File: src/rtl/pwmpt_pkg.sv
`default_nettype none

package pwmpt_pkg;

  // Table geometry
  localparam int unsigned TABLE_ENTRIES = 8;
  localparam int unsigned IDX_W = (TABLE_ENTRIES > 1) ? $clog2(TABLE_ENTRIES) : 1;
  localparam int unsigned CNT_W = $clog2(TABLE_ENTRIES + 1);

  // Duty and period constants
  localparam logic [7:0] DUTY_MAX     = 8'd100;
  localparam logic [7:0] PERIOD_RESET = 8'd100;

  // Command opcodes
  localparam logic [1:0] OP_TICK  = 2'd0;
  localparam logic [1:0] OP_SET   = 2'd1;
  localparam logic [1:0] OP_QUERY = 2'd2;

  // Result kinds
  localparam logic KIND_LEVEL = 1'b0;
  localparam logic KIND_QUERY = 1'b1;

  typedef struct packed {
    logic [1:0] opcode;
    logic [7:0] pin_number;
    logic [7:0] duty_percent;
  } cmd_t;

  typedef struct packed {
    logic       result_kind;
    logic [7:0] out_pin;
    logic       out_level;
    logic [6:0] out_duty;
    logic       last_of_run;
  } result_t;

  // Write request into the pin table
  typedef struct packed {
    logic             we;
    logic [IDX_W-1:0] addr;
    logic [7:0]       pin;
    logic [6:0]       duty;
  } tbl_wr_t;

endpackage

`default_nettype wire

File: src/rtl/pwmpt_table.sv
`default_nettype none

module pwmpt_table (
  input  wire logic                          clk_i,
  input  wire pwmpt_pkg::tbl_wr_t            wr_i,
  input  wire logic [pwmpt_pkg::IDX_W-1:0]   raddr_i,
  output logic      [7:0]                    rpin_o,
  output logic      [6:0]                    rduty_o
);

  logic [7:0] entry_pin_q  [pwmpt_pkg::TABLE_ENTRIES];
  logic [6:0] entry_duty_q [pwmpt_pkg::TABLE_ENTRIES];

  // Write one entry per cycle; contents stay undefined until written
  always_ff @(posedge clk_i) begin
    if (wr_i.we) begin
      entry_pin_q[wr_i.addr]  <= wr_i.pin;
      entry_duty_q[wr_i.addr] <= wr_i.duty;
    end
  end

  // Read the entry under the scan pointer
  assign rpin_o  = entry_pin_q[raddr_i];
  assign rduty_o = entry_duty_q[raddr_i];

endmodule

`default_nettype wire

File: src/rtl/pwmpt_seq.sv
`default_nettype none

module pwmpt_seq (
  input  wire logic                          clk_i,
  input  wire logic                          rst_ni,
  input  wire logic                          start_i,
  input  wire pwmpt_pkg::cmd_t               cmd_i,
  input  wire logic [7:0]                    period_i,
  output logic                               busy_o,
  output logic                               result_strobe_o,
  output pwmpt_pkg::result_t                 result_o,
  output pwmpt_pkg::tbl_wr_t                 tbl_wr_o,
  output logic [pwmpt_pkg::IDX_W-1:0]        tbl_raddr_o,
  input  wire logic [7:0]                    tbl_rpin_i,
  input  wire logic [6:0]                    tbl_rduty_i
);

  typedef enum logic [2:0] {
    S_IDLE,
    S_TSCAN,
    S_FIND,
    S_SHIFT,
    S_DONE
  } state_e;

  localparam int unsigned CW = pwmpt_pkg::CNT_W;
  localparam int unsigned IW = pwmpt_pkg::IDX_W;

  state_e             state_q, state_d;
  logic [1:0]         op_q, op_d;
  logic [7:0]         pin_q, pin_d;
  logic [6:0]         duty_q, duty_d;
  logic               restart_q, restart_d;
  logic [CW-1:0]      idx_q, idx_d;
  logic [CW-1:0]      count_q, count_d;
  logic [7:0]         tick_q, tick_d;
  logic               pend_vld_q, pend_vld_d;
  pwmpt_pkg::result_t pend_q, pend_d;
  logic               strobe_q, strobe_d;
  pwmpt_pkg::result_t result_q, result_d;

  logic [CW-1:0] idx_next;
  logic [CW-1:0] rd_idx;
  logic          in_range;
  logic          shift_more;
  logic          duty_static;
  logic          table_full;
  logic [6:0]    duty_clamped;
  logic [7:0]    cmp_key;
  logic [7:0]    cmp_ref;
  logic          cmp_eq;

  assign idx_next    = idx_q + CW'(1);
  assign in_range    = idx_q < count_q;
  assign shift_more  = idx_next < count_q;
  assign duty_static = (duty_q == 7'd0) || (duty_q == pwmpt_pkg::DUTY_MAX[6:0]);
  assign table_full  = count_q == CW'(pwmpt_pkg::TABLE_ENTRIES);

  // Clamp requested duty to the full-scale value
  assign duty_clamped = (cmd_i.duty_percent > pwmpt_pkg::DUTY_MAX) ?
                        pwmpt_pkg::DUTY_MAX[6:0] : cmd_i.duty_percent[6:0];

  // Point the read port one entry ahead while compacting the table
  assign rd_idx      = (state_q == S_SHIFT) ? idx_next : idx_q;
  assign tbl_raddr_o = rd_idx[IW-1:0];

  // Shared comparator: pin match while searching, duty match while ticking
  assign cmp_key = (state_q == S_FIND) ? tbl_rpin_i : {1'b0, tbl_rduty_i};
  assign cmp_ref = (state_q == S_FIND) ? pin_q : tick_q;
  assign cmp_eq  = cmp_key == cmp_ref;

  always_comb begin
    state_d    = state_q;
    op_d       = op_q;
    pin_d      = pin_q;
    duty_d     = duty_q;
    restart_d  = restart_q;
    idx_d      = idx_q;
    count_d    = count_q;
    tick_d     = tick_q;
    pend_vld_d = pend_vld_q;
    pend_d     = pend_q;
    strobe_d   = 1'b0;
    result_d   = result_q;
    tbl_wr_o   = '0;

    case (state_q)
      // Take a new item
      S_IDLE: begin
        if (start_i) begin
          op_d       = cmd_i.opcode;
          pin_d      = cmd_i.pin_number;
          duty_d     = duty_clamped;
          restart_d  = tick_q >= period_i;
          idx_d      = '0;
          pend_vld_d = 1'b0;
          case (cmd_i.opcode)
            pwmpt_pkg::OP_TICK:  state_d = S_TSCAN;
            pwmpt_pkg::OP_SET:   state_d = S_FIND;
            pwmpt_pkg::OP_QUERY: state_d = S_FIND;
            default:             state_d = S_IDLE;
          endcase
        end
      end

      // Walk the table, hold back one level write so the last can be marked
      S_TSCAN: begin
        if (in_range) begin
          if (restart_q || cmp_eq) begin
            if (pend_vld_q) begin
              strobe_d             = 1'b1;
              result_d             = pend_q;
              result_d.last_of_run = 1'b0;
            end
            pend_d.result_kind = pwmpt_pkg::KIND_LEVEL;
            pend_d.out_pin     = tbl_rpin_i;
            pend_d.out_level   = restart_q;
            pend_d.out_duty    = 7'd0;
            pend_d.last_of_run = 1'b0;
            pend_vld_d         = 1'b1;
          end
          idx_d = idx_next;
        end else begin
          tick_d  = restart_q ? 8'd0 : tick_q + 8'd1;
          state_d = S_DONE;
        end
      end

      // Search for the addressed pin
      S_FIND: begin
        pend_d.result_kind = (op_q == pwmpt_pkg::OP_QUERY) ?
                             pwmpt_pkg::KIND_QUERY : pwmpt_pkg::KIND_LEVEL;
        pend_d.out_pin     = pin_q;
        pend_d.out_level   = 1'b0;
        pend_d.out_duty    = 7'd0;
        pend_d.last_of_run = 1'b0;
        if (in_range) begin
          if (cmp_eq) begin
            if (op_q == pwmpt_pkg::OP_QUERY) begin
              pend_d.out_duty = tbl_rduty_i;
              pend_vld_d      = 1'b1;
              state_d         = S_DONE;
            end else if (duty_static) begin
              pend_d.out_level = duty_q == pwmpt_pkg::DUTY_MAX[6:0];
              pend_vld_d       = 1'b1;
              state_d          = S_SHIFT;
            end else begin
              tbl_wr_o.we   = 1'b1;
              tbl_wr_o.addr = idx_q[IW-1:0];
              tbl_wr_o.pin  = pin_q;
              tbl_wr_o.duty = duty_q;
              state_d       = S_DONE;
            end
          end else begin
            idx_d = idx_next;
          end
        end else begin
          if (op_q == pwmpt_pkg::OP_QUERY) begin
            pend_vld_d = 1'b1;
          end else if (!duty_static && !table_full) begin
            tbl_wr_o.we   = 1'b1;
            tbl_wr_o.addr = count_q[IW-1:0];
            tbl_wr_o.pin  = pin_q;
            tbl_wr_o.duty = duty_q;
            count_d       = count_q + CW'(1);
          end
          state_d = S_DONE;
        end
      end

      // Move later entries down over the removed one
      S_SHIFT: begin
        if (shift_more) begin
          tbl_wr_o.we   = 1'b1;
          tbl_wr_o.addr = idx_q[IW-1:0];
          tbl_wr_o.pin  = tbl_rpin_i;
          tbl_wr_o.duty = tbl_rduty_i;
          idx_d         = idx_next;
        end else begin
          count_d = count_q - CW'(1);
          state_d = S_DONE;
        end
      end

      // Flush the held result as the last of the run
      S_DONE: begin
        if (pend_vld_q) begin
          strobe_d             = 1'b1;
          result_d             = pend_q;
          result_d.last_of_run = 1'b1;
        end
        pend_vld_d = 1'b0;
        state_d    = S_IDLE;
      end

      default: state_d = S_IDLE;
    endcase
  end

  always_ff @(posedge clk_i or negedge rst_ni) begin
    if (!rst_ni) begin
      state_q    <= S_IDLE;
      op_q       <= '0;
      pin_q      <= '0;
      duty_q     <= '0;
      restart_q  <= 1'b0;
      idx_q      <= '0;
      count_q    <= '0;
      tick_q     <= '0;
      pend_vld_q <= 1'b0;
      pend_q     <= '0;
      strobe_q   <= 1'b0;
      result_q   <= '0;
    end else begin
      state_q    <= state_d;
      op_q       <= op_d;
      pin_q      <= pin_d;
      duty_q     <= duty_d;
      restart_q  <= restart_d;
      idx_q      <= idx_d;
      count_q    <= count_d;
      tick_q     <= tick_d;
      pend_vld_q <= pend_vld_d;
      pend_q     <= pend_d;
      strobe_q   <= strobe_d;
      result_q   <= result_d;
    end
  end

  assign busy_o          = state_q != S_IDLE;
  assign result_strobe_o = strobe_q;
  assign result_o        = result_q;

endmodule

`default_nettype wire

File: src/rtl/multi_pin_pwm_with_pin_table_core.sv
// Results: the sequencer walks the table one entry per cycle; the last result of a run
// carries last_of_run and is strobed as busy drops.
// Busy: busy stays high while a tick, set or query is processed, and a new item is taken
// only while busy is low, as the single table read port serves one item at a time.
// An unused opcode leaves busy low.
// Reset: rst_ni clears the table count, tick counter and sequencer; period reloads 100.
// Results are strobed for one cycle each; the receiver cannot stall them.
`default_nettype none

module multi_pin_pwm_with_pin_table_core (
  input  wire logic               clk_i,
  input  wire logic               rst_ni,
  input  wire logic               start,
  output logic                    busy,
  input  wire pwmpt_pkg::cmd_t    cmd_i,
  output logic                    result_strobe_o,
  output pwmpt_pkg::result_t      result_o,
  input  wire logic               cfg_valid_i,
  output logic                    cfg_ready_o,
  input  wire logic [7:0]         cfg_data_i
);

  logic [7:0]                  period_q;
  pwmpt_pkg::tbl_wr_t          tbl_wr;
  logic [pwmpt_pkg::IDX_W-1:0] tbl_raddr;
  logic [7:0]                  tbl_rpin;
  logic [6:0]                  tbl_rduty;

  // Hold the period register; writes arrive only while idle
  assign cfg_ready_o = !busy;

  always_ff @(posedge clk_i or negedge rst_ni) begin
    if (!rst_ni) begin
      period_q <= pwmpt_pkg::PERIOD_RESET;
    end else if (cfg_valid_i && cfg_ready_o) begin
      period_q <= cfg_data_i;
    end
  end

  pwmpt_seq u_seq (
    .clk_i           (clk_i),
    .rst_ni          (rst_ni),
    .start_i         (start),
    .cmd_i           (cmd_i),
    .period_i        (period_q),
    .busy_o          (busy),
    .result_strobe_o (result_strobe_o),
    .result_o        (result_o),
    .tbl_wr_o        (tbl_wr),
    .tbl_raddr_o     (tbl_raddr),
    .tbl_rpin_i      (tbl_rpin),
    .tbl_rduty_i     (tbl_rduty)
  );

  pwmpt_table u_table (
    .clk_i   (clk_i),
    .wr_i    (tbl_wr),
    .raddr_i (tbl_raddr),
    .rpin_o  (tbl_rpin),
    .rduty_o (tbl_rduty)
  );

  // No result in the cycle right after an item is taken
  assert property (@(posedge clk_i) disable iff (!rst_ni)
    (start && !busy) |=> !result_strobe_o)
    else $error("result strobed directly after item accept");

  // The last result of a run coincides with the return to idle
  assert property (@(posedge clk_i) disable iff (!rst_ni)
    (result_strobe_o && result_o.last_of_run) |-> !busy)
    else $error("last result while still busy");

  // Intermediate results only occur mid-scan
  assert property (@(posedge clk_i) disable iff (!rst_ni)
    (result_strobe_o && !result_o.last_of_run) |-> busy)
    else $error("unterminated run of results");

  // A queried duty never exceeds full scale
  assert property (@(posedge clk_i) disable iff (!rst_ni)
    (result_strobe_o && (result_o.result_kind == pwmpt_pkg::KIND_QUERY))
      |-> (result_o.out_duty <= pwmpt_pkg::DUTY_MAX[6:0]))
    else $error("queried duty out of range");

endmodule

`default_nettype wire
File: config.mk
export PLATFORM = sky130hd
export DESIGN_NAME = multi_pin_pwm_with_pin_table_core
export DESIGN_NICKNAME = d
export VERILOG_FILES = /design/src/rtl/pwmpt_pkg.sv /design/src/rtl/pwmpt_table.sv /design/src/rtl/pwmpt_seq.sv /design/src/rtl/multi_pin_pwm_with_pin_table_core.sv
export SDC_FILE = /design/constraint.sdc
export NUM_CORES = 1
export LEC_CHECK = 0
export BUFFER_PORTS_ARGS = -buffer_cell sky130_fd_sc_hd__buf_2
export CAP_MARGIN = 20
export CELL_PAD_IN_SITES_DETAIL_PLACEMENT = 0
export CELL_PAD_IN_SITES_GLOBAL_PLACEMENT = 2
export CORE_MARGIN = 3
export CORE_UTILIZATION = 40
export CTS_BUF_LIST = sky130_fd_sc_hd__clkbuf_2
export CTS_CLUSTER_DIAMETER = 150
export DETAILED_ROUTE_END_ITERATION = 7
export MAX_ROUTING_LAYER = met4
export PLACE_DENSITY = 0.76
export SLEW_MARGIN = 0
export SYNTH_ARGS = -nofsm -noshare
export SYNTH_HDL_FRONTEND = slang
export SYNTH_SLANG_ARGS = --single-unit
File: constraint.sdc
create_clock -name clk_i -period 5.03 [get_ports clk_i]
set_input_delay 0.7545 -clock clk_i [delete_from_list [all_inputs] [get_ports clk_i]]
set_output_delay 0.7545 -clock clk_i [all_outputs]
set_load 0.01 [all_outputs]
# Word-level counts from Yosys, hierarchy flattened
# Memories as Yosys holds them, arrays and structs flattened.
# Cells that the tools add are included.
[classes] addsub=4 order_cmp=4 eq_ne=26 mux=62 n_bitwise=1 reduce_logical=25
[op_table] op="$mux W19" n=7
[op_table] op="$mux W18" n=6
[op_table] op="$pmux W18 S2" n=2
[op_table] op="$mux W8" n=5
[op_table] op="$pmux W19 S2" n=1
[op_table] op="$mux W4" n=9
[op_table] op="$mux W3" n=8
[op_table] op="$mux W1" n=16
[op_table] op="$pmux W4 S4" n=1
[op_table] op="$mux W7" n=2
[op_table] op="$ne A2 B2 Y1 const B" n=7
[op_table] op="$ne A2 B1 Y1 const B" n=6
[op_table] op="$pmux W3 S4" n=1
[op_table] op="$reduce_and A5 Y1" n=2
[op_table] op="$add A4 B1 Y4 const B" n=2
[op_table] op="$add A8 B1 Y8 const B" n=1
[op_table] op="$eq A8 B8 Y1" n=1
[op_table] op="$ge A8 B8 Y1" n=1
[op_table] op="$gt A8 B7 Y1 const B" n=1
[op_table] op="$lt A4 B4 Y1" n=2
[op_table] op="$pmux W4 S2" n=1
[op_table] op="$reduce_bool A4 Y1" n=2
[op_table] op="$eq A7 B7 Y1 const B" n=1
[op_table] op="$logic_not A7 Y1" n=1
[op_table] op="27 further kinds" n=36
[totals] regBits=82 ramBits=120 in_bits=30 elab_cells=144 n_memories=2
[memory_table] memory="u_table.entry_pin_q" words=8 word_bits=8 read_ports=1 rd_clocked_by_memory_dff=0 write_ports=1 line="pwmpt_table.sv:11" source="logic [7:0] entry_pin_q [pwmpt_pkg::TABLE_ENTRIES];"
[memory_table] memory="u_table.entry_duty_q" words=8 word_bits=7 read_ports=1 rd_clocked_by_memory_dff=0 write_ports=1 line="pwmpt_table.sv:12" source="logic [6:0] entry_duty_q [pwmpt_pkg::TABLE_ENTRIES];"

# Depth between registers and ports, before layout
# Gate-level depths: netlist of the first run.
[logic_depth] depth_word=10 mapped_depth=14 ltp_nobuf=12

# By module
# Synthesis of the first run repeated with hierarchy kept, for this count alone.
[unflattened] cells_unflattened=629 area_unflattened_um2=9351.5
[by_module_without_submodules] module="pwmpt_table" n_inst=1 cells_per_inst=186 area_each_um2=4673.2 seq_area_each_um2=3603.5
[by_module_without_submodules] module="pwmpt_seq" n_inst=1 cells_per_inst=424 area_each_um2=4332.9 seq_area_each_um2=1851.8
[by_module_without_submodules] module="multi_pin_pwm_with_pin_table_core" n_inst=1 cells_per_inst=19 area_each_um2=345.3 seq_area_each_um2=203.9

# Least setup slack after synthesis of the first run
# OpenSTA, ideal clock, no wires.
[synth_timing] path_kind="reg-to-reg" start="register u_seq.idx_q[0]" end="memory u_table.entry_duty_q[2][0], enable pin" arrival_ns=4.301 required_time_ns=4.619 path_slack_ns=0.318 stages_incl_launch_ff=13 n_path_buf=2 period_less_slack_ns=4.712 path_cell_list="dfrtp_1 ha_1 buf_4 buf_4 a211oi_1 a2111oi_0 nor4_4 xnor2_1 a211oi_2 a2bb2oi_4 nor4_1 o211ai_1 a211oi_1"
[synth_between] elab_chain_len=10 word_cells_on_any_way=16 classes_between="add/sub (1); order compare (2); eq/ne (1); mux (10); memory (2)"
[synth_rtl] item="from (decl)" line="pwmpt_seq.sv:34" source="logic [CW-1:0] idx_q, idx_d;"
[synth_rtl] item="from (signal assigned)" line="pwmpt_seq.sv:220" source="idx_q <= idx_d;"
[synth_rtl] item="$add A4 B1 Y4" line="pwmpt_seq.sv:53" source="assign idx_next = idx_q + CW'(1);"
[synth_rtl] item="$mux W3" line="pwmpt_seq.sv:64" source="assign rd_idx = (state_q == S_SHIFT) ? idx_next : idx_q;"
[synth_rtl] item="$mem_v2 Z8 W7 or $mem_v2 Z8 W8 (tied branches)"
[synth_rtl] item="$mux W8" line="pwmpt_seq.sv:68" source="assign cmp_key = (state_q == S_FIND) ? tbl_rpin_i : {1'b0, tbl_rduty_i};"
[synth_rtl] item="$eq A8 B8 Y1" line="pwmpt_seq.sv:70" source="assign cmp_eq = cmp_key == cmp_ref;"
[synth_rtl] item="$mux W19" line="pwmpt_seq.sv:138" source="if (cmp_eq) begin"
[synth_rtl] item="$mux W19" line="pwmpt_seq.sv:137" source="if (in_range) begin"
[synth_rtl] item="$pmux W19 S2 *" line="pwmpt_seq.sv:87" source="case (state_q)"
[synth_rtl] item="$mux W1" line="pwmpt_table.sv:16" source="if (wr_i.we) begin"
[synth_rtl] item="$mux W1 (implied by the code)" line="pwmpt_table.sv:18" source="entry_duty_q[wr_i.addr] <= wr_i.duty;"
[synth_rtl] item="to (decl)" line="pwmpt_table.sv:12"
# Every way passes the cells marked *; elsewhere a longest branch is shown, timed or not.

==> results of run 1 <==
[per-stage QoR]
stage,utilization [%],instances,instance area (um^2)
after floorplan,-,945,11000
after global placement,44.0,1326,11900
after detailed placement,44.0,1326,11900
after CTS,45.8,1420,12400
after global routing,45.9,1422,12400
final,45.9,1422,12400
[layer usage]
layer	share of wire (%)	wire (um)	vias to the layer above	GRT usage (%)
li1	-	-	3861	-
met1	46	15000	4191	31.8
met2	46	14900	300	34.8
met3	6.3	2070	52	3.56
met4	2.0	658	0	6.42
met5	0	0	-	-
[worst min-delay path by stage]
stage | startpoint | cells after the start | slack, ps | endpoint
floorplan | u_seq.op_q[1]$_DFFE_PN0P_ | 2 | 440 | u_seq.op_q[1]$_DFFE_PN0P_
CTS | cfg_data_i[3] | 3 | 50 | period_q[3]$_DFFE_PN0P_
global route | cmd_i[13] | 2 | 60 | u_seq.pin_q[5]$_DFFE_PN0P_
global placement | u_seq.op_q[1]$_DFFE_PN0P_ | 2 | 460 | u_seq.op_q[1]$_DFFE_PN0P_
detailed placement | u_seq.op_q[1]$_DFFE_PN0P_ | 2 | 470 | u_seq.op_q[1]$_DFFE_PN0P_
finish | cfg_data_i[3] | 3 | 130 | period_q[3]$_DFFE_PN0P_
[worst max-delay path, delay by kind of cell (launching register included)]
| family | cells | cell delay (ps) |
|---|---|---|
| XOR/XNOR | 1 | 220 |
| adder cells (fa/ha/maj) | 1 | 470 |
| AO/OA/AOI/OAI | 5 | 1270 |
| flip-flops | 1 | 440 |
| buffers and inverters | 3 | 700 |
| multiplexers | 2 | 770 |
| AND/OR/NAND/NOR | 2 | 330 |
[area by class of cell]
| class | instances | share of cell area [%] |
|---|---|---|
| diodes | 2 | 0.0405 |
| clock buffers | 74 | 3.00 |
| clock inverters | 19 | 0.911 |
| inverters | 23 | 0.699 |
| multi-input cells | 659 | 40.3 |
| flip-flops and latches | 202 | 45.8 |
| well taps | 341 | 3.45 |
| repair buffers | 102 | 5.83 |
[timing repair]
action / CTS / global route
hold endpoints to repair: 25 / 0
hold buffers: 1 / 0
buffers inserted: 0 / 0
[cells by family after synthesis]
kind of cell / synth area share [%]
flip-flops: 51.5
buffers and inverters: 3.57
AO/OA/AOI/OAI: 16.2
XOR/XNOR: 2.15
adder cells (fa/ha/maj): 2.34
AND/OR/NAND/NOR: 13.4
multiplexers: 10.9
[layout by cell type (no fill, tap or decap), drive strengths merged, types with 4 or more instances in the layout]
master   count
a211oi      11
a21o         8
a21oi       21
a22o        24
a22oi        5
a2bb2oi      4
a31oi       21
and3        11
buf        101
clkbuf      74
clkinv      15
dfrtp       79
edfxtp     120
ha          19
inv         24
mux2        34
mux2i       36
mux4        20
nand2       83
nand2b      10
nand3       25
nand4       21
nor2        32
nor2b       43
nor3        15
nor4         5
o211ai       6
o21ai       75
o21bai       5
o221ai       7
o22ai       17
o2bb2ai      7
o32a         4
o32ai        9
or2          5
or3          4
or4          5
xnor2       12
xor2        12
[power by group through the flow]
stage	combinational [mW]	sequential (mW)	clock, mW
6_report	3.20	2.44	1.15
5_1_grt	3.51	2.48	1.28
4_1_cts	3.20	2.43	1.20
3_5_place_dp	3.19	2.47	0
3_3_place_gp	3.18	2.47	0
2_1_floorplan	2.26	2.31	0
[flip-flops by register name, indices dropped and copies added (netlist names)]
| register | cells |
|---|---|
| u_seq.state_q | 3 |
| period_q | 8 |
| u_seq.idx_q | 4 |
| u_seq.pin_q | 8 |
| u_seq.result_o | 18 |
| u_table.entry_duty_q | 56 |
| u_seq.result_strobe_o | 1 |
| u_seq.pend_vld_q | 1 |
| u_seq.count_q | 4 |
| u_seq.tick_q | 8 |
| u_seq.pend_q | 17 |
| u_seq.duty_q | 7 |
| u_seq.op_q | 2 |
| u_table.entry_pin_q | 64 |
| u_seq.restart_q | 1 |
==> summary.md, run 1 <==
| Metric | Value |
|---|---|
| Synth top area share | 32.8% |
| Core area | 27000 um^2 |
| P_sw | 2.88 mW |
| Status | finished, final reports clean |
| Post-synth EDFFs | 120 |
| WP data arrival | 5050 ps |
| Antenna Violating Nets Remaining | 0 |
| Area occupied by multi-input gates | between 4000 and 5000 um^2 |
| Critical Path End Type | register |
| Switch share | 42.5% |
| Flops & latches, synth | 202 |
| DIE AREA | ~30000 um^2 |
| Startpoint Class | register |
| CTS tree | done |
| Vias in the first global route | 8169 |
| Crit path top cell by count | buf_4 |
| First-pass GRT wire length | 49.9 mm |
| Fmax | 221 MHz |
| Total power divided by cell area | 549 nW/um^2 |
| Initial antenna violation count | 1 |
| Synth top area cells | edfxtp_1 33%, dfrtp_1 18%, mux4_2 4.1% |
| Total wire length | 32.6 mm |
| Max cap viols | 0 |
| Slew Limit Headroom | 40.0% |
| Largest net degree at the start of global routing | 61 |
| Sequential fraction of the synthesis area | 51.5% |
| Syn-to-layout area delta | 12.4% |
| GRT Overall Usage | 22.8% |
| Synth Warn # | 0 |
| R2r startpoint | u_seq.idx_q[0]$_DFFE_PN0P_ |
| FF+latch area | approximately 5700 um^2 |
| Cell internal pwr | 3.90 mW |
| Post-route DRC | 0 |
| Clk root buf | clkbuf_2 |
| CTS max path bufs | 3 |
| Synth cell types | between 80 and 90 |
| Cells after Synth | 945 |
| Fin. Hold Viols | 0 |
| Comb pwr share | 47.2% |
| Critical path's largest stage delay | approximately 510 ps |
| Rows | 60 |
| Post-synthesis instance area | 11000 um^2 |
| Vias | 8404 |
| Setup CP Type | register to register |
| Syn nets | 995 |
| Slew Limit Fails | 0 |
| Min cycle time layout | 4530 ps |
| Port bufs | 50 |
| Worst ir drop on vdd | 0.216 mV |
| Avg Inst Size Synth | 11.6 um^2 |
| WHS | about 130 ps |
| P_leak | roughly 4.7 nW |
| CP max FO | 20 |
| Layout Nets | between 1000 and 1500 |
| I/O pin count | 51 |
| Worst Reg-to-Reg Cells | 14 |
| Placer Congestion | 0.909 |
| CTS Buf Count | 54 |
| Setup_tns | 0 ps |
| Most instantiated library cell after synthesis | edfxtp_1 |
| Min setup slack post-route | 502 ps |
| Cells along the critical path | ha_1 -> buf_12 -> mux4_2 -> mux2_2 -> nand2_1 -> o21ai_0 -> xor2_1 -> o32ai_1 -> o21ai_2 -> buf_4 -> or2_4 -> a211oi_4 -> buf_4 -> o2bb2ai_1 |
| Asr flop ratio synth | 40.6% |
| DR WL/cell | between 20 and 25 um |
| Final Power | between 6 and 7 mW |
| GRT overflow | 0 |
| Crit path capture | u_table.entry_duty_q[6][6]$_DFFE_PP_ |
| Clk sinks | just over 200 |
| Clock Power Share | between 10% and 20% |
| Fin crit share | 90.0% |
| RSZ-0062 raised after global routing | false |
| Worst-path clk slew | around 100 ps |
| Main flop type after synthesis | edfxtp_1 |
| Place WS | roughly 620 ps |
| Layout cells sized above 1 | 25.1% |
| Vias/cell | 5.91 |
| Min-Delay Path Class | input pin to register |
| RR Endpoint | u_table.entry_duty_q[6][6]$_DFFE_PP_ |
| Die H | roughly 170 um |
| H-Tree Depth | 2 |
| R2R Setup Slk | around 500 ps |
| Filler Cell Count | 2554 |
| Highest-delay cell along the critical path | mux4_2 |
| Initial drt markers | 714 |
| # setup viols final | 0 |
| Slew @ Worst Pin | 898 ps |
| Top cells by count, synth | 120 x edfxtp_1, 83 x nand2_1, 79 x dfrtp_1, 72 x o21ai_0, 43 x nor2b_1 |
| Setup crit start | u_seq.idx_q[0]$_DFFE_PN0P_ |
| Sequential share of power | between 30% and 40% |
| Dpl hpwl | 21.9 mm |
| Max Clock Skew | ~50 ps |
| Required time worst endpoint | 5560 ps |
| Leading area contributor after synthesis | edfxtp_1 |
| Cts repair resizes | 0 |
| Drt first pass iters | 6 |
| Initial Util | 40.8% |
| Skew-Pair Late Insertion Delay | 860 ps |
| Width of the die | between 150 and 200 um |
Power figures use the tool's default switching activity.
==> inputs of run 2 (changes only) <==
Settings changed: PLACE_DENSITY 0.76 to 0.84.
==> run 2 against run 1 <==
Net effect:
- clock power is 3% lower
- critical path depth is 1 lower
- final area is 0.37% lower
- utilization is 0.17 points lower
- global-route usage is 0.78 points lower
- total power is 1.9% lower
- critical endpoint is now u_table.entry_duty_q[7][2]$_DFFE_PP_
- highest routed layer unchanged
==> summary.md, run 2 (synthesis results as in run 1) <==
| Metric | Value |
|---|---|
| GRT Overall Usage | between 20% and 30% |
| Vias | approximately 8400 |
| Met2 GRT Util | between 30% and 40% |
| GRT overflow | 0 |
| Post-route DRC | 0 |
| Max reg flops | 64 |
| Status | finished, final reports clean |
| Startpoint Class | register |
| Layout Nets | 1093 |
| Critical Path End Type | register |
| Place WS | 504 ps |
| CTS max path bufs | 3 |
| Placer Congestion | ~0.90 |
| Worst-path clk slew | 110 ps |
| Antenna Cells | 0 |
| P_leak | 4.71 nW |
| DR WL/cell | 22.3 um |
| Clk sinks | 202 |
| Fin. Hold Viols | 0 |
| Antenna Violating Nets Remaining | 0 |
| Setup_tns | 0 ps |
| Worst ir drop on vdd | 0.212 mV |
| Min-Delay Path Class | input pin to register |
| Min setup slack post-route | 424 ps |
| Drt first pass iters | 5 |
| Setup CP Type | register to register |
| Area occupied by multi-input gates | 4970 um^2 |
| M3 GR Usage | 3.82% |
| Fin crit share | 91.6% |
| Placed cell area | 11800 um^2 |
| Port bufs | 50 |
| Vias/cell | between 5 and 6 |
| Initial antenna violation count | 0 |
| I/O pin count | 51 |
| Min cycle time layout | 4610 ps |
| H-Tree Depth | 2 |
| Syn-to-layout area delta | 12.0% |
| Required time worst endpoint | about 5600 ps |
| Initial Util | 40.8% |
| Fmax | between 200 and 250 MHz |
| Layout cells sized above 1 | 25.3% |
| Fin area | 12300 um^2 |
| First-pass GRT wire length | roughly 48 mm |
| FF+latch area | 5660 um^2 |
| Clk root buf | clkbuf_2 |
| Most Crowded Layer GR | met2 |
| Most frequent cells in the layout | 120 x edfxtp_1, 83 x nand2_1, 78 x clkbuf_2, 77 x dfrtp_1, 72 x o21ai_0 |
| Top reg by flops | u_table.entry_pin_q |
| RSZ-0062 raised after global routing | false |
| Finished Core Util | 45.7% |
| Slew @ Worst Pin | 915 ps |
| Core area | 27000 um^2 |
| Rows | 60 |
| Final Power | 6.65 mW |
| Initial drt markers | 831 |
| Total wire length | approximately 32 mm |
| Filler Cell Count | about 2500 |
| CTS tree | done |
| Largest net degree at the start of global routing | 61 |
| CP max FO | 15 |
| M1 GR Usage | 30.9% |
| Slew Limit Headroom | 38.9% |
| Commonest non-fill, non-tap cell in the layout | edfxtp_1 |
| Dpl hpwl | 21.5 mm |
| Die H | 172 um |
| Width of the die | 172 um |
| # setup viols final | 0 |
| Top flop regs | u_table.entry_pin_q: 64 flops, u_table.entry_duty_q: 56 flops, u_seq.result_o: 18 flops |
| Max cap viols | 0 |
| Skew-Pair Late Insertion Delay | 850 ps |
| Slew Limit Fails | 0 |
| Max Clock Skew | around 80 ps |
| CTS Buf Count | 54 |
| Vias in the first global route | 8146 |
| Total power divided by cell area | approximately 540 nW/um^2 |
| DIE AREA | 29500 um^2 |
| WP data arrival | 5170 ps |
-- run 2: cell count changes in the layout (fill, tap and decap cells not counted) --
| cell | before | now |
|---|---|---|
| clkinvlp_4 | 2 | 1 |
| bufinv_16 | 1 | 0 |
| diode_2 | 2 | 0 |
| buf_4 | 46 | 50 |
| clkinv_2 | 2 | 3 |
| a21oi_2 | 2 | 0 |
| clkbuf_2 | 74 | 78 |
| clkinv_4 | 0 | 1 |
| a21oi_1 | 19 | 21 |
| buf_12 | 6 | 3 |
-- run 2: where the power goes --
group | switching, mW | leakage [nW] | internal [mW] | total (mW)
logic | 1.81 | 2.27 | 1.30 | 3.10
clock network | 0.688 | 0.365 | 0.425 | 1.11
registers | 0.330 | 2.07 | 2.11 | 2.44
total | 2.83 | 4.71 | 3.83 | 6.65
-- run 2: path summary, 6_finish.rpt --
check	end	slack, ps	cells past startpoint	from
max in group asynchronous	u_seq.result_o[6]$_DFFE_PN0P_	3540	3	rst_ni
worst min register to register	u_seq.count_q[3]$_DFFE_PN0P_	480	1	u_seq.count_q[3]$_DFFE_PN0P_
min in group asynchronous	period_q[7]$_DFFE_PN0P_	420	2	rst_ni
worst max register to register	u_table.entry_duty_q[7][2]$_DFFE_PP_	420	13	u_seq.idx_q[0]$_DFFE_PN0P_
worst min-delay path	u_seq.pin_q[2]$_DFFE_PN0P_	130	2	cmd_i[10]
worst max-delay path	u_table.entry_duty_q[7][2]$_DFFE_PP_	420	13	u_seq.idx_q[0]$_DFFE_PN0P_
-- run 2: cell type report --
| type | count | area share, % |
|---|---|---|
| clock buffers | 78 | 3.17 |
| clock inverters | 19 | 0.721 |
| inverters | 23 | 0.701 |
| multi-input cells | 659 | 40.4 |
| flip-flops and latches | 202 | 46.0 |
| well taps | 341 | 3.47 |
| repair buffers | 103 | 5.61 |
-- run 2: timing repair --
action / in CTS / in global routing
hold endpoints to repair: 25 / 0
buffers inserted: 0 / 0
resized for setup: 0 / 0
hold buffers: 1 / 0
-- run 2: per-stage QoR --
| step | hold slack, ps | cells |
|---|---|---|
| finish | 129 | 1425 |
| floorplan | 442 | 945 |
| global placement | 457 | 1327 |
| detailed placement | 468 | 1327 |
| CTS | 55.8 | 1425 |
| global route | 73.8 | 1425 |
-- run 2: critical path: stages, from the launching register on --
cell and delay (ps):
dfrtp_2 440, ha_1 270, and4b_1 350, xnor2_2 600, buf_4 300, a2111oi_0 90, a31oi_1 500, xnor2_1 120
a211oi_1 320, o21ai_2 150, or2_4 300, a211oi_4 190, buf_4 300, a22o_1 410
-- run 2: per-layer routing --
| layer | up-vias | wire [um] | part of all wire [%] |
|---|---|---|---|
| li1 | 3859 | - | - |
| met1 | 4138 | 14300 | 45 |
| met2 | 363 | 14300 | 45 |
| met3 | 54 | 2390 | 7.5 |
| met4 | 0 | 767 | 2.4 |
| met5 | - | 0 | 0 |
==> inputs of run 3 (changes only) <==
Settings changed: CORE_ASPECT_RATIO set to 1.2.
==> run 3 against run 2 <==
Net effect:
- total power decreased by 0.20%
- combinational power increased by 2%
- routed wire length decreased by 2.1%
- setup slack got worse by 53 ps
- fmax decreased by 1.1%
- critical path depth increased by 1
- global-route usage decreased by 0.43 points
- flip-flop and latch count unchanged
- final area decreased by 0.17%
- utilization increased by 0.39 points
- clock skew increased by 6.3 ps
- first-iteration DRC count decreased by 14%
- highest routed layer unchanged
==> summary.md, run 3 (synthesis results as in run 1) <==
| Metric | Value |
|---|---|
| Syn-to-layout area delta | 11.8% |
| HP Start | cfg_data_i[7] |
| H-Tree Depth | 2 |
| Port bufs | 50 |
| DR WL/cell | about 22 um |
| RSZ-0062 raised after global routing | false |
| CTS max path bufs | 3 |
| Critical Path End Type | register |
| Total power divided by cell area | 540 nW/um^2 |
| Worst-path clk slew | between 100 and 150 ps |
| WHS | ~130 ps |
| Max Clock Skew | 86.7 ps |
| CTS tree | done |
| Fin. Hold Viols | 0 |
| CP max FO | 15 |
| Placer Congestion | 0.923 |
| Slew Limit Headroom | about a third |
| Top flop regs | u_table.entry_pin_q: 64 flops, u_table.entry_duty_q: 56 flops, u_seq.result_o: 18 flops |
| Min setup slack post-route | 371 ps |
| Skew-Pair Late Insertion Delay | between 800 and 900 ps |
| Largest net degree at the start of global routing | slightly above 60 |
| P_leak | 4.68 nW |
| Fin crit share | 92.6% |
| Initial Util | 41.2% |
| Setup CP Type | register to register |
| Setup crit start | u_seq.idx_q[0]$_DFFE_PN0P_ |
| Dpl hpwl | approximately 22 mm |
| Vias/cell | between 5 and 6 |
| Required time worst endpoint | 5540 ps |
| # setup viols final | 0 |
| Clk root buf | clkbuf_2 |
| Most frequent cells in the layout | 120 x edfxtp_1, 83 x nand2_1, 77 x dfrtp_1, 72 x o21ai_0, 66 x clkbuf_2 |
| Initial antenna violation count | 2 |
| Max cap viols | 0 |
| Post-route DRC | 0 |
| WP data arrival | 5170 ps |
| Vias in the first global route | 8161 |
| R2r startpoint | u_seq.idx_q[0]$_DFFE_PN0P_ |
| Status | finished, final reports clean |
| Die H | between 150 and 200 um |
| Slew @ Worst Pin | 984 ps |
| Filler Cell Count | 2460 |
| Setup_tns | 0 ps |
| DIE AREA | ~30000 um^2 |
| Commonest non-fill, non-tap cell in the layout | edfxtp_1 |
| Clk sinks | 202 |
| Width of the die | between 150 and 200 um |
| CTS Buf Count | between 50 and 60 |
| Vias | 8253 |
| Rows | 65 |
| First-pass GRT wire length | 47.8 mm |
| Layout cells sized above 1 | about 25% |
| Startpoint Class | register |
| I/O pin count | approximately 50 |
| Core area | 26700 um^2 |
| Layout Nets | about 1100 |
| Total wire length | slightly above 30 mm |
| Placed cell area | 11800 um^2 |
| GRT Overall Usage | 21.6% |
| Min cycle time layout | 4660 ps |
| Place WS | about 460 ps |
| Fin area | 12300 um^2 |
| Placed insts | 1322 |
| Final Power | 6.64 mW |
| Finished Core Util | 46.1% |
| Fin cells | 1415 |
| Max reg flops | 64 |
| Min-Delay Path Class | input pin to register |
| Cts repair resizes | 0 |
| Top reg by flops | u_table.entry_pin_q |
| GRT overflow | 0 |
| Drt first pass iters | 5 |
| Initial drt markers | 713 |
| Fmax | 215 MHz |
| Antenna Violating Nets Remaining | 0 |
| Slew Limit Fails | 0 |
| Worst ir drop on vdd | about 0.19 mV |
## run 3: cell count changes in the layout (fill, tap and decap cells not counted), sizes merged
cell,change
diode,+1
clkinv,+7
clkbuf,-12
inv,-1
buf,+1
## run 3: where the power goes
part	internal, mW	switching [mW]	total (mW)
Combinational	1.31	1.85	3.15
Sequential	2.11	0.333	2.44
Clock	0.372	0.678	1.05
Total	3.78	2.86	6.64
## run 3: timing repair
item                                    CTS  global route
endpoints found under the hold margin    24             0
buffers inserted                          0             0
endpoints found under the setup margin    0             0
hold buffers                              1             0
## run 3: routing by layer
metal,up-vias,wire [um],GRT usage (%),part of all wire (%)
li1,3853,-,-,-
met1,4062,13000,27.6,42
met2,288,15200,34.4,49
met3,50,1990,4.20,6.4
met4,0,822,7.28,2.6
met5,-,0,-,0
## run 3: path summary, 6_finish.rpt
| check | cells after the start | slack (ps) | to |
|---|---|---|---|
| max in group asynchronous | 3 | 3610 | u_seq.pend_q[10]$_DFFE_PN0P_ |
| min in group asynchronous | 2 | 380 | u_seq.tick_q[4]$_DFFE_PN0P_ |
| worst min-delay path | 3 | 130 | period_q[7]$_DFFE_PN0P_ |
| worst min register to register | 1 | 480 | u_seq.count_q[3]$_DFFE_PN0P_ |
| worst max register to register | 14 | 370 | u_table.entry_pin_q[4][2]$_DFFE_PP_ |
| worst max-delay path | 14 | 370 | u_table.entry_pin_q[4][2]$_DFFE_PP_ |
## run 3: final cells by class
cell class | instances | area [um^2] | share of cell area, %
Clock buffer | 66 | 330 | 2.69
Timing Repair Buffer | 104 | 698 | 5.68
Tap cell | 335 | 419 | 3.41
Antenna cell | 1 | 2.50 | 0.0204
Sequential cell | 202 | 5660 | 46.1
Inverter | 23 | 86.3 | 0.702
Clock inverter | 25 | 114 | 0.926
Multi-Input combinational cell | 659 | 4980 | 40.5
## run 3: critical path: stages (launching register included)
cell       delay, ps
dfrtp_2          420
ha_1             350
nand4bb_1        570
buf_4            390
a211oi_1         270
a2111oi_0        110
a31oi_1          340
xnor2_1          150
a211oi_1         400
o21ai_2          130
buf_4            190
or2_4            270
a211oi_4         250
buf_12           200
o2bb2ai_1        310
